[src/sv/two_level_feedback_queue_scheduler_defines.svh]
// ----------------------------------------------------------------------------
// Two-level feedback queue scheduler: assertion macros
// Shared concurrent assertion wrappers, clocked on clk, reset arst_n.
// ----------------------------------------------------------------------------
`ifndef TWO_LEVEL_FEEDBACK_QUEUE_SCHEDULER_DEFINES_SVH
`define TWO_LEVEL_FEEDBACK_QUEUE_SCHEDULER_DEFINES_SVH

// checked only outside reset
`define TLFQ_ASSERT(lbl, prop, msg) \
	lbl: assert property (@(posedge clk) disable iff (!arst_n) prop) else $error(msg);

// checked on every edge, reset included
`define TLFQ_ASSERT_ALWAYS(lbl, prop, msg) \
	lbl: assert property (@(posedge clk) prop) else $error(msg);

`endif

[src/sv/tlfq_pkg.sv]
// ----------------------------------------------------------------------------
// Two-level feedback queue scheduler package
// Sizes, item types, queue control types, pointer helper and work conversion helper.
// ----------------------------------------------------------------------------
package tlfq_pkg;

	localparam int JOB_SLOTS = 16;
	localparam int WORK_BITS = 16;
	localparam int ID_W      = 4;
	localparam int BURST_W   = 16;
	localparam int QUANT_W   = 8;
	localparam int TIME_W    = 32;
	localparam int PTR_W     = (JOB_SLOTS > 1) ? $clog2(JOB_SLOTS) : 1;
	localparam int CNT_W     = $clog2(JOB_SLOTS + 1);

	localparam logic [QUANT_W-1:0] QUANT_RESET = QUANT_W'(2);

	typedef enum logic [1:0] {
		LVL_IDLE = 2'd0,
		LVL_TOP  = 2'd1,
		LVL_LOW  = 2'd2
	} level_t;

	typedef struct packed {
		logic               arrive_valid;
		logic [ID_W-1:0]    arrive_id;
		logic [BURST_W-1:0] arrive_burst;
	} arrive_t;

	typedef struct packed {
		level_t            run_level;
		logic [ID_W-1:0]   run_id;
		logic              done_valid;
		logic [ID_W-1:0]   done_id;
		logic [TIME_W-1:0] done_time;
		logic              overflow;
	} result_t;

	typedef struct packed {
		logic [ID_W-1:0]      id;
		logic [WORK_BITS-1:0] work;
	} job_t;

	typedef struct packed {
		logic push0;
		logic push1;
		logic pop;
	} fifo_ctl_t;

	typedef struct packed {
		logic nonempty;
		logic drop0;
		logic drop1;
	} fifo_sts_t;

	function automatic logic [PTR_W-1:0] next_ptr(input logic [PTR_W-1:0] p);
		return (p == PTR_W'(JOB_SLOTS - 1)) ? '0 : p + PTR_W'(1);
	endfunction

	function automatic logic [WORK_BITS-1:0] to_work(input logic [BURST_W-1:0] burst);
		logic [63:0] w;
		w = 64'(burst);
		return w[WORK_BITS-1:0];
	endfunction

endpackage

[src/sv/tlfq_fifo.sv]
// ----------------------------------------------------------------------------
// Job queue
// Register-file FIFO with two ordered push ports and one pop; full pushes
// are dropped and flagged. Pop of an empty queue takes the first push.
// ----------------------------------------------------------------------------
`include "two_level_feedback_queue_scheduler_defines.svh"

module tlfq_fifo (
	input  logic                clk,
	input  logic                arst_n,
	input  tlfq_pkg::fifo_ctl_t ctl,
	input  tlfq_pkg::job_t      push0_job,
	input  tlfq_pkg::job_t      push1_job,
	output tlfq_pkg::job_t      head_job,
	output tlfq_pkg::fifo_sts_t sts
);

	tlfq_pkg::job_t                  slots_q [tlfq_pkg::JOB_SLOTS];
	logic [tlfq_pkg::PTR_W-1:0]      head_q;
	logic [tlfq_pkg::PTR_W-1:0]      tail_q;
	logic [tlfq_pkg::CNT_W-1:0]      cnt_q;

	logic                            full0;
	logic                            ok0;
	logic                            ok1;
	logic [tlfq_pkg::CNT_W-1:0]      cnt_mid;
	logic [tlfq_pkg::PTR_W-1:0]      tail_mid;

	always_comb begin
		full0        = (cnt_q == tlfq_pkg::CNT_W'(tlfq_pkg::JOB_SLOTS));
		ok0          = ctl.push0 && !full0;
		cnt_mid      = cnt_q + tlfq_pkg::CNT_W'(ok0);
		ok1          = ctl.push1 && (cnt_mid != tlfq_pkg::CNT_W'(tlfq_pkg::JOB_SLOTS));
		tail_mid     = ok0 ? tlfq_pkg::next_ptr(tail_q) : tail_q;
		head_job     = (cnt_q == '0) ? push0_job : slots_q[head_q];
		sts.nonempty = (cnt_q != '0) || ok0;
		sts.drop0    = ctl.push0 && !ok0;
		sts.drop1    = ctl.push1 && !ok1;
	end

	always_ff @(posedge clk) begin
		if (ok0) begin
			slots_q[tail_q] <= push0_job;
		end
		if (ok1) begin
			slots_q[tail_mid] <= push1_job;
		end
	end

	always_ff @(posedge clk or negedge arst_n) begin
		if (!arst_n) begin
			head_q <= '0;
			tail_q <= '0;
			cnt_q  <= '0;
		end else begin
			tail_q <= ok1 ? tlfq_pkg::next_ptr(tail_mid) : tail_mid;
			if (ctl.pop) begin
				head_q <= tlfq_pkg::next_ptr(head_q);
			end
			cnt_q <= cnt_mid + tlfq_pkg::CNT_W'(ok1) - tlfq_pkg::CNT_W'(ctl.pop);
		end
	end

	`TLFQ_ASSERT_ALWAYS(a_cnt_range, cnt_q <= tlfq_pkg::CNT_W'(tlfq_pkg::JOB_SLOTS), "fifo count beyond depth")
	`TLFQ_ASSERT(a_pop_has_data, ctl.pop |-> (cnt_q != '0) || ok0, "pop of an empty fifo")
	`TLFQ_ASSERT(a_single_push, ok0 && !ok1 && !ctl.pop |=> cnt_q == $past(cnt_q) + tlfq_pkg::CNT_W'(1), "fifo count did not follow a push")

endmodule

[src/sv/two_level_feedback_queue_scheduler.sv]
// ----------------------------------------------------------------------------
// Two-level feedback queue scheduler
// Round-robin top level with quantum demotion into a first-come lower level.
// ----------------------------------------------------------------------------
// Usage:
//   Input channel in_valid/in_stall/in_item: one item per scheduler tick,
//   optionally carrying an arriving job. Output channel out_valid/out_stall/
//   out_item: exactly one result item per input item, in order.
//   cfg_we/cfg_wdata writes time_quantum; write it only while the block holds
//   no items. If the top level is not busy, the write also reloads the
//   remaining quantum.
//   An item accepted into the input register yields its result in the result
//   register once the output is free. Throughput: one item per cycle while the
//   output does not stall; the tick is one pass through the queue heads, three
//   decrements and compares between the input and result registers.
//   Reset: both queues empty, both levels idle, quantum 2, tick count zero.
//   Stall: the result register holds while out_stall is high; one more item
//   may wait in the input register, after which in_stall rises.
// ----------------------------------------------------------------------------
`include "two_level_feedback_queue_scheduler_defines.svh"

module two_level_feedback_queue_scheduler (
	input  logic                            clk,
	input  logic                            arst_n,
	input  logic                            in_valid,
	output logic                            in_stall,
	input  tlfq_pkg::arrive_t               in_item,
	output logic                            out_valid,
	input  logic                            out_stall,
	output tlfq_pkg::result_t               out_item,
	input  logic                            cfg_we,
	input  logic [tlfq_pkg::QUANT_W-1:0]    cfg_wdata
);

	logic                                 valid_s1;
	tlfq_pkg::arrive_t                    item_s1;
	logic                                 out_valid_q;
	tlfq_pkg::result_t                    out_item_q;

	logic [tlfq_pkg::QUANT_W-1:0]         quantum_q;
	logic [tlfq_pkg::QUANT_W-1:0]         quantum_left_q;
	logic [tlfq_pkg::TIME_W-1:0]          tick_q;
	logic                                 top_busy_q;
	tlfq_pkg::job_t                       top_job_q;
	logic                                 low_busy_q;
	tlfq_pkg::job_t                       low_job_q;

	logic                                 advance;
	logic                                 in_fire;

	tlfq_pkg::fifo_ctl_t                  top_ctl;
	tlfq_pkg::fifo_sts_t                  top_sts;
	tlfq_pkg::job_t                       top_head;
	tlfq_pkg::job_t                       arrive_job;
	tlfq_pkg::fifo_ctl_t                  low_ctl;
	tlfq_pkg::fifo_sts_t                  low_sts;
	tlfq_pkg::job_t                       low_head;
	tlfq_pkg::job_t                       demote_job;

	tlfq_pkg::job_t                       top_cur;
	logic [tlfq_pkg::WORK_BITS-1:0]       top_work_dec;
	logic [tlfq_pkg::QUANT_W-1:0]         qleft_dec;
	logic                                 top_ran;
	logic                                 top_done;
	logic                                 demote;
	tlfq_pkg::job_t                       low_cur;
	logic [tlfq_pkg::WORK_BITS-1:0]       low_work_dec;
	logic                                 low_ran;
	logic                                 low_done;
	logic [tlfq_pkg::TIME_W-1:0]          tick_inc;
	tlfq_pkg::result_t                    res;

	assign advance  = valid_s1 && (!out_valid_q || !out_stall);
	assign in_stall = valid_s1 && !advance;
	assign in_fire  = in_valid && !in_stall;
	assign out_valid = out_valid_q;
	assign out_item  = out_item_q;

	always_comb begin
		arrive_job.id   = item_s1.arrive_id;
		arrive_job.work = tlfq_pkg::to_work(item_s1.arrive_burst);
		top_ctl.push0   = advance && item_s1.arrive_valid;
		top_ctl.push1   = 1'b0;

		top_ran      = top_busy_q || top_sts.nonempty;
		top_ctl.pop  = advance && !top_busy_q && top_sts.nonempty;
		top_cur      = top_busy_q ? top_job_q : top_head;
		top_work_dec = top_cur.work - tlfq_pkg::WORK_BITS'(1);
		qleft_dec    = quantum_left_q - tlfq_pkg::QUANT_W'(1);
		top_done     = top_ran && (top_work_dec == '0);
		demote       = top_ran && !top_done && (qleft_dec == '0);

		demote_job.id   = top_cur.id;
		demote_job.work = top_work_dec;
		low_ctl.push0   = advance && demote;
		low_ctl.push1   = advance && top_ran && low_busy_q;

		low_ran      = !top_ran && (low_busy_q || low_sts.nonempty);
		low_ctl.pop  = advance && !top_ran && !low_busy_q && low_sts.nonempty;
		low_cur      = low_busy_q ? low_job_q : low_head;
		low_work_dec = low_cur.work - tlfq_pkg::WORK_BITS'(1);
		low_done     = low_ran && (low_work_dec == '0);

		tick_inc = tick_q + tlfq_pkg::TIME_W'(1);

		res.run_level  = tlfq_pkg::LVL_IDLE;
		res.run_id     = '0;
		res.done_valid = 1'b0;
		res.done_id    = '0;
		res.done_time  = '0;
		if (top_ran) begin
			res.run_level = tlfq_pkg::LVL_TOP;
			res.run_id    = top_cur.id;
		end else if (low_ran) begin
			res.run_level = tlfq_pkg::LVL_LOW;
			res.run_id    = low_cur.id;
		end
		if (top_done || low_done) begin
			res.done_valid = 1'b1;
			res.done_id    = res.run_id;
			res.done_time  = tick_inc;
		end
		res.overflow = top_sts.drop0 || low_sts.drop0 || low_sts.drop1;
	end

	tlfq_fifo u_top_fifo (
		.clk       (clk),
		.arst_n    (arst_n),
		.ctl       (top_ctl),
		.push0_job (arrive_job),
		.push1_job (arrive_job),
		.head_job  (top_head),
		.sts       (top_sts)
	);

	tlfq_fifo u_low_fifo (
		.clk       (clk),
		.arst_n    (arst_n),
		.ctl       (low_ctl),
		.push0_job (demote_job),
		.push1_job (low_job_q),
		.head_job  (low_head),
		.sts       (low_sts)
	);

	always_ff @(posedge clk) begin
		if (in_fire) begin
			item_s1 <= in_item;
		end
		if (advance) begin
			out_item_q <= res;
			top_job_q.id   <= top_cur.id;
			top_job_q.work <= top_work_dec;
			low_job_q.id   <= low_cur.id;
			if (low_ran) begin
				low_job_q.work <= low_work_dec;
			end else begin
				low_job_q.work <= low_cur.work;
			end
		end
	end

	always_ff @(posedge clk or negedge arst_n) begin
		if (!arst_n) begin
			valid_s1       <= 1'b0;
			out_valid_q    <= 1'b0;
			quantum_q      <= tlfq_pkg::QUANT_RESET;
			quantum_left_q <= tlfq_pkg::QUANT_RESET;
			tick_q         <= '0;
			top_busy_q     <= 1'b0;
			low_busy_q     <= 1'b0;
		end else begin
			valid_s1    <= in_fire || (valid_s1 && !advance);
			out_valid_q <= advance || (out_valid_q && out_stall);
			if (advance) begin
				tick_q     <= tick_inc;
				top_busy_q <= top_ran && !top_done && !demote;
				if (top_ran) begin
					quantum_left_q <= (top_done || demote) ? quantum_q : qleft_dec;
				end
				if (top_ran) begin
					low_busy_q <= 1'b0;
				end else if (low_ran) begin
					low_busy_q <= !low_done;
				end
			end
			if (cfg_we) begin
				quantum_q <= cfg_wdata;
				if (!top_busy_q) begin
					quantum_left_q <= cfg_wdata;
				end
			end
		end
	end

	`TLFQ_ASSERT(a_done_has_level, out_valid && out_item.done_valid |-> out_item.run_level != tlfq_pkg::LVL_IDLE, "completion reported on an idle tick")
	`TLFQ_ASSERT(a_idle_clean, out_valid && out_item.run_level == tlfq_pkg::LVL_IDLE |-> out_item.run_id == '0 && !out_item.done_valid, "idle tick carries job data")
	`TLFQ_ASSERT_ALWAYS(a_stall_needs_item, in_stall |-> valid_s1, "input stalled with an empty input stage")
	`TLFQ_ASSERT(a_single_level_busy, advance && top_ran |=> !low_busy_q, "lower level still busy after the top level ran")

endmodule
[config.mk]
export PLATFORM = sky130hd
export DESIGN_NAME = two_level_feedback_queue_scheduler
export DESIGN_NICKNAME = d
export VERILOG_FILES = /design/src/sv/tlfq_pkg.sv /design/src/sv/tlfq_fifo.sv /design/src/sv/two_level_feedback_queue_scheduler.sv
export VERILOG_INCLUDE_DIRS = /design/src /design/src/sv
export SDC_FILE = /design/constraint.sdc
export NUM_CORES = 1
export LEC_CHECK = 0
export CAP_MARGIN = 20
export CELL_PAD_IN_SITES_DETAIL_PLACEMENT = 1
export CELL_PAD_IN_SITES_GLOBAL_PLACEMENT = 1
export CORE_UTILIZATION = 46
export DETAILED_ROUTE_END_ITERATION = 10
export DONT_BUFFER_PORTS = 1
export GPL_ROUTABILITY_DRIVEN = 1
export HOLD_SLACK_MARGIN = 0.15
export PLACE_DENSITY = 0.78
export SLEW_MARGIN = 10
export SYNTH_ARGS = -nofsm -noshare
export SYNTH_HDL_FRONTEND = slang
export SYNTH_SLANG_ARGS = --single-unit
export TNS_END_PERCENT = 10
[constraint.sdc]
create_clock -name clk -period 7 [get_ports clk]
set_input_delay 0.7 -clock clk [delete_from_list [all_inputs] [get_ports clk]]
set_output_delay 0.7 -clock clk [all_outputs]
set_load 0.02 [all_outputs]
## After elaboration in Yosys (flattened, before gate mapping)

Memory sizes are Yosys's and may differ from the RTL's.
Index checks and enable logic that the tools add are counted.

- Bits in registers: 183
- Bits in latches: 0
- Memory bits (writable): 640
- Bits in read-only memories: 0
- Output and inout port bits: 46
- Memories kept: 2

Memories:

| memory | words | width | rd ports | clocked after memory_dff | wr ports | line | text |
|---|---|---|---|---|---|---|---|
| u_low_fifo.slots_q | 16 | 20 | 1 | 0 | 2 | tlfq_fifo.sv:18 | `tlfq_pkg::job_t slots_q [tlfq_pkg::JOB_SLOTS];` |
| u_top_fifo.slots_q | 16 | 20 | 1 | 0 | 1 | tlfq_fifo.sv:18 |  |

- $add $sub $neg: 14
- Multiply operators: 0
- Divide/modulo/power cells: 0
- Magnitude comparators: 0
- Eq/ne operators: 8
- Shifts and indexed selects: 0
- Muxes and demuxes: 29
- Bitwise operators: 0
- Reduce and logical (&&, ||, !) cells: 60

Operator list:

| cell | count |
|---|---|
| 20-bit two-way mux | 4 |
| 8-bit two-way mux | 5 |
| 37-bit two-way mux | 1 |
| 4-bit two-way mux | 9 |
| 32-bit by 1-bit adder with 32-bit output, second input constant | 1 |
| 16-bit zero test | 2 |
| 16-bit by 1-bit subtractor with 16-bit output, second input constant | 2 |
| 1-bit logical AND | 25 |
| 4-bit by 1-bit adder with 4-bit output, second input constant | 5 |
| 4-bit equality test, second input constant | 5 |
| 16-bit two-way mux | 1 |
| 5-bit by 1-bit adder with 5-bit output | 3 |
| 1-bit zero test | 15 |
| 1-bit logical OR | 11 |
| 5-bit equality test, second input constant | 2 |
| 5-bit zero test | 2 |
| 5-bit nonzero test | 2 |
| 5-bit by 1-bit subtractor with 5-bit output | 2 |
| 8-bit zero test | 1 |
| 1-bit two-way mux | 8 |
| 8-bit by 1-bit subtractor with 8-bit output, second input constant | 1 |
| 6-bit two-way mux | 1 |
| 5-bit != test, second input constant | 1 |
| 2-bit AND reduction | 1 |
| 2-bit nonzero test | 1 |

## Logic depth before layout (Yosys ltp)

- Depth after elaboration: 20
- Depth in mapped cells: 36
- Mapped depth without buffers: 32

## By module

From an unflattened synthesis, not the netlist that was laid out.

- Cell total of the unflattened synthesis: 2962
- Area, all modules: 43730.7 sq um

Modules (own cells, without submodules):

| module | times used | cells an instance | area each (sq um) | seq. area each (sq um) |
|---|---|---|---|---|
| tlfq_fifo (u_low_fifo) | 1 | 1104 | 17775.8 | 9934.5 |
| tlfq_fifo (u_top_fifo) | 1 | 1110 | 17735.8 | 9934.5 |
| two_level_feedback_queue_scheduler | 1 | 748 | 8219.1 | 4456.8 |

## Worst setup path after synthesis

OpenSTA, ideal clock, no wires.

- Kind: flip-flop to flip-flop
- Start: register u_top_fifo.head_q[1] (netlist bit)
- End: memory u_low_fifo.slots_q[15][0] (netlist bit), enable pin
- Library setup time: 0.513 ns
- Arrival time: 7.063 ns
- Slack: -0.576 ns
- Stages on the path, launching flop included: 30
- Buffers on the path: 8
- Cell sequence: dfrtp_1 buf_2 buf_6 buf_6 mux2i_1 o22ai_1 or3_1 o31ai_4 clkbuf_1 ha_1 inv_1 o211ai_1 nand4_1 xor2_1 a2111oi_0 and4bb_1 buf_4 a21oi_2 ha_1 ha_1 xnor2_1 ha_1 or4b_2 and3_1 clkbuf_1 nand2_1 or2_1 buf_2 buf_4 o21ai_0

RTL lines:

| what | line | text |
|---|---|---|
| from (decl) | tlfq_fifo.sv:19 | `logic [tlfq_pkg::PTR_W-1:0] head_q;` |
| from (signal assigned) | tlfq_fifo.sv:58 | `head_q <= tlfq_pkg::next_ptr(head_q);` |
| to (decl) | tlfq_fifo.sv:18 |  |

==> summary by stage <==
Cells and area
The total inserted antenna cells is 0. The leading cell type in the layout, fill and taps excluded is edfxtp_1. The share of post-route cells with drive strength above 1 is 25.17%. The total number of nets in the final design is 2616.

The finished layout cell area is 0.04377 sq mm. Cells fill 52.47% of the core in the end. The top cell types in the final layout, fill and taps aside, are edfxtp_1 (745), mux2_1 (160), mux2_2 (155), mux4_2 (150), nand2_1 (134). Fill cells in the final layout number 7698. Relative to the synthesized area, the layout overhead comes to 13.04%.

Setup path
The number of buffers and inverters on the critical path is 4. The cell family with the largest share of critical-path delay is simple AND/OR/NAND/NOR gates. STA puts the critical path data required time at 7.39 ns. The critical path launch point type is a flop. The signal on the critical path passes through buf_4 > mux4_2 > mux2i_1 > nor2_1 > o31ai_4 > nand3_2 > or3_1 > a2111oi_1 > and4bb_2 > a21oi_2 > ha_1 > ha_1 > xnor2_2 > ha_1 > or4b_2 > and3_1 > buf_4 > nand2_1 > buf_4 > nor2_2 > buf_4 > mux2_1. The worst setup path is of the flop to flop kind. The category of the worst setup path capture point is a flop.

STA puts the critical path data arrival time at 7.20 ns. The cell with the largest stage delay on the worst path is or4b_2. On the worst path, the slowest cell contributes a delay of 0.60 ns. The cell that appears most often on the critical path is buf_4. The largest fanout on the critical path is 20.

Power
The share of total power dissipated in combinational logic is 32.1%. In this run, the clock network consumes 27.6% of the power. The switching power of the nets is 5565 uW. IR analysis of the VDD net gives a maximum drop of 0.2563 mV. The standby leakage power is 0.01473 uW. Of the total power, registers draw 40.2%.

Net switching is 33.26% of the power. The internal portion of the total power is 11170 uW. In this run the power density over the cells is 382.3 mW/mm^2.

STA
The fmax is 146.7 MHz. Headroom to the max-slew limit came out at 27.05%. The final number of setup-violating endpoints is 0. The max-slew violation count is 0. The maximum clock skew at final layout is 0.04449 ns. In the finished design, the share of the clock period the worst path needs comes to 97.37%. The measured slew at the worst slew-check pin is 1.094 ns.

The final critical delay including setup and external delays is 6.816 ns. The final-layout setup total negative slack is 0 ns. The count of endpoints failing hold in the final timing report is 0.

Route
The total routed wirelength is 110900 um. The detailed-route vias per instance is 6.312. The via count of the routed design is 23320. The first TritonRoute pass finished after 5 iterations. The count of nets left with antenna violations once routing finished came out at 0. The number of design-rule violations left by the first detailed-router iteration is 2232.

Dividing the detail-routed wire length by the instance count gives 30.03 um. After detailed routing, the number of remaining DRC violations is 0.

Global routing
The number of global-route vias before repair is 24870. After global routing the overflow that remains totals 0. The wire length of the first global-routing pass is 163600 um. The initial antenna violation count is 1.

In the global route stage, overall resource usage came out at 25.84%. Entering global routing, the biggest net connects 79 pins.

Floorplanning
The die height is 292.1 um. The die area is 0.08534 sq mm. For this configuration, the core starts out at a cell density of 46.42%. The I/O pin count is 80. Row generation in the floorplan step produced 106 rows. The total area inside the core boundary comes to 0.08342 sq mm. The die is 292.1 um wide.

Clock tree
The clock-pin slew on the worst setup and hold paths is 0.06 ns. CTS saw 823 sinks. The CTS root buffer is clkbuf_16. The number of CTS-inserted buffers is 85. The insertion delay of the later-clocked pin in the worst-skew pair is 0.68 ns. No sink is reached through more buffers than the 3 on the longest clock path.

TritonCTS built the clock tree. The H-tree generated during clock tree synthesis spans 3 levels.

Synth
The mean instance size in the synthesized netlist is 15.64 sq um. After synthesis, the share of flip-flops with an asynchronous set or reset is 9.478%. The synthesized design contains 823 register bits. The net count after synthesis is 2546. After synthesis, the netlist uses 91 different library cells. The number of standard cells after synthesis is 2475. Among all flip-flop cells after synthesis, the most frequent one is edfxtp_1.

The Yosys step of the flow raised 0 warnings. The number of enable flip-flop cells after synthesis is 745. The sequential area share after synthesis is 62.82%. The cell area after synthesis is 0.03872 sq mm.

Place
The placed standard-cell area is 0.04048 sq mm. The HPWL after detailed placement is 67070 um. The number of input and output port buffers inserted is 0.

The final weighted congestion in routability-driven placement is 0.8951.

Job
The tool flagged a number of max-cap violations equal to 0.

Outcome
The run finished with clean final reports.

Min path
The classification of the worst-slack hold path is primary input to flop.
-- flip-flops by register name (all words and copies together) (netlist names), 4 cells and up --
register / cells
quantum_q: 8
out_item: 44
low_job_q: 20
quantum_left_q: 8
u_low_fifo.slots_q: 320
tick_q: 32
u_low_fifo.head_q: 4
u_low_fifo.cnt_q: 5
arrive_job: 20
u_top_fifo.tail_q: 4
u_top_fifo.slots_q: 320
u_top_fifo.cnt_q: 5
u_top_fifo.head_q: 4
top_job_q: 20
u_low_fifo.tail_q: 4
-- path summary, 6_finish.rpt --
path                                             startpoint                            endpoint  slack (ns)  cells after the start
setup / recovery           u_top_fifo.head_q[0]$_DFFE_PN0P_  u_low_fifo.slots_q[1][2]$_DFFE_PP_        0.18                     22
max in group asynchronous                            arst_n    u_low_fifo.head_q[0]$_DFFE_PN0P_        5.94                      2
min in group asynchronous                            arst_n                 out_valid$_DFF_PN0_        0.69                      2
hold reg to reg                      tick_q[31]$_DFFE_PN0P_              tick_q[31]$_DFFE_PN0P_        0.50                      1
hold / removal                                 cfg_wdata[2]         quantum_left_q[2]$_DFF_PN0_        0.17                      2
setup reg to reg           u_top_fifo.head_q[0]$_DFFE_PN0P_  u_low_fifo.slots_q[1][2]$_DFFE_PP_        0.18                     22
-- Yosys cell counts, drive strengths merged, types with 5 or more instances --
cell | n | area (sq um)
nor3 | 36 | 180.2
nor2 | 101 | 379.1
nand2b | 8 | 50.05
a221oi | 9 | 91.34
o21ai | 57 | 285.3
a22o | 5 | 43.79
nand3 | 55 | 280.3
or3 | 13 | 81.33
a21oi | 83 | 422.9
a21o | 12 | 90.09
and3 | 28 | 175.2
a22oi | 10 | 75.07
edfxtp | 745 | 22370
o31ai | 7 | 80.08
dfrtp | 76 | 1902
a211oi | 7 | 57.55
nor2b | 12 | 75.07
mux4 | 150 | 3378
o22ai | 22 | 143.9
or2 | 9 | 66.31
a31oi | 7 | 43.79
nand2 | 135 | 506.7
mux2 | 315 | 3547
and2 | 12 | 75.07
clkbuf | 103 | 386.6
ha | 35 | 437.9
buf | 79 | 535.5
inv | 47 | 176.4
nand4 | 13 | 81.33
a21boi | 6 | 45.05
mux2i | 86 | 860.8
xnor2 | 65 | 584.3
xor2 | 46 | 402.9
nor4 | 8 | 62.56
-- area by class of cell --
cell class	instances	area [sq um]	share of cell area, %
Timing Repair Buffer	165	1528	3.490
Clock buffer	108	2275	5.197
Sequential cell	823	24340	55.61
Multi-Input combinational cell	1420	13560	30.97
Inverter	50	190.2	0.4345
Clock inverter	48	528.0	1.206
Tap cell	1080	1351	3.087
-- stage by stage --
stage / setup slack, ns / power, uW / std cells / hold WS, ns
detailed placement: 0.08530 / 11910 / 3501 / 0.4066
global route: -0.04907 / 17320 / 3694 / 0.1775
finish: 0.1843 / 16730 / 3694 / 0.1716
global placement: 0.3566 / 11620 / 3500 / 0.4081
floorplan: -0.2038 / 10310 / 2475 / 0.4044
CTS: 0.008852 / 16610 / 3683 / 0.1534
-- power by group through the flow --
| stage | sequential, uW | clock, uW | combinational, uW |
|---|---|---|---|
| 2_1_floorplan | 6490 | 0 | 3810 |
| 3_3_place_gp | 6780 | 0 | 4840 |
| 3_5_place_dp | 6820 | 0 | 5100 |
| 4_1_cts | 6730 | 4660 | 5230 |
| 5_1_grt | 6780 | 4820 | 5720 |
| 6_report | 6730 | 4620 | 5380 |
-- cells by family after synthesis --
| kind of cell | Yosys count | share of synthesized area, % |
|---|---|---|
| AOI/OAI and AO/OA | 268 | 4.666 |
| xor gates and xnor gates | 111 | 2.550 |
| adders and majority gates | 37 | 1.234 |
| buffers and inverters | 232 | 2.866 |
| DFF | 823 | 62.82 |
| muxes | 551 | 20.11 |
| and+or+nand+nor | 453 | 5.752 |
-- worst reg2reg max path: stages (launching register included) --
cell and delay, ns:
dfrtp_4 0.49, buf_4 0.28, mux4_2 0.55, mux2i_1 0.42, nor2_1 0.14, o31ai_4 0.31
nand3_2 0.17, or3_1 0.38, a2111oi_1 0.38, and4bb_2 0.32, a21oi_2 0.08, ha_1 0.24
ha_1 0.25, xnor2_2 0.23, ha_1 0.17, or4b_2 0.60, and3_1 0.22, buf_4 0.17
nand2_1 0.19, buf_4 0.19, nor2_2 0.05, buf_4 0.32, mux2_1 0.38
-- metal layers --
metal	vias to the layer above	share of wire, %	global-route usage [%]
li1	9761	-	-
met1	12350	39	32.82
met2	942	52	45.19
met3	260	5.9	3.410
met4	2	3.5	9.397
met5	-	0.015	0
-- repair_timing --
item	CTS	global route
gates resized for setup	1	20
pin swaps	0	5
setup endpoints to repair	33	639
hold endpoints to repair	102	0
gates cloned	0	1
hold buffers	26	0
buffers inserted	0	9
Note: power is estimated with default switching activity, not from simulation.
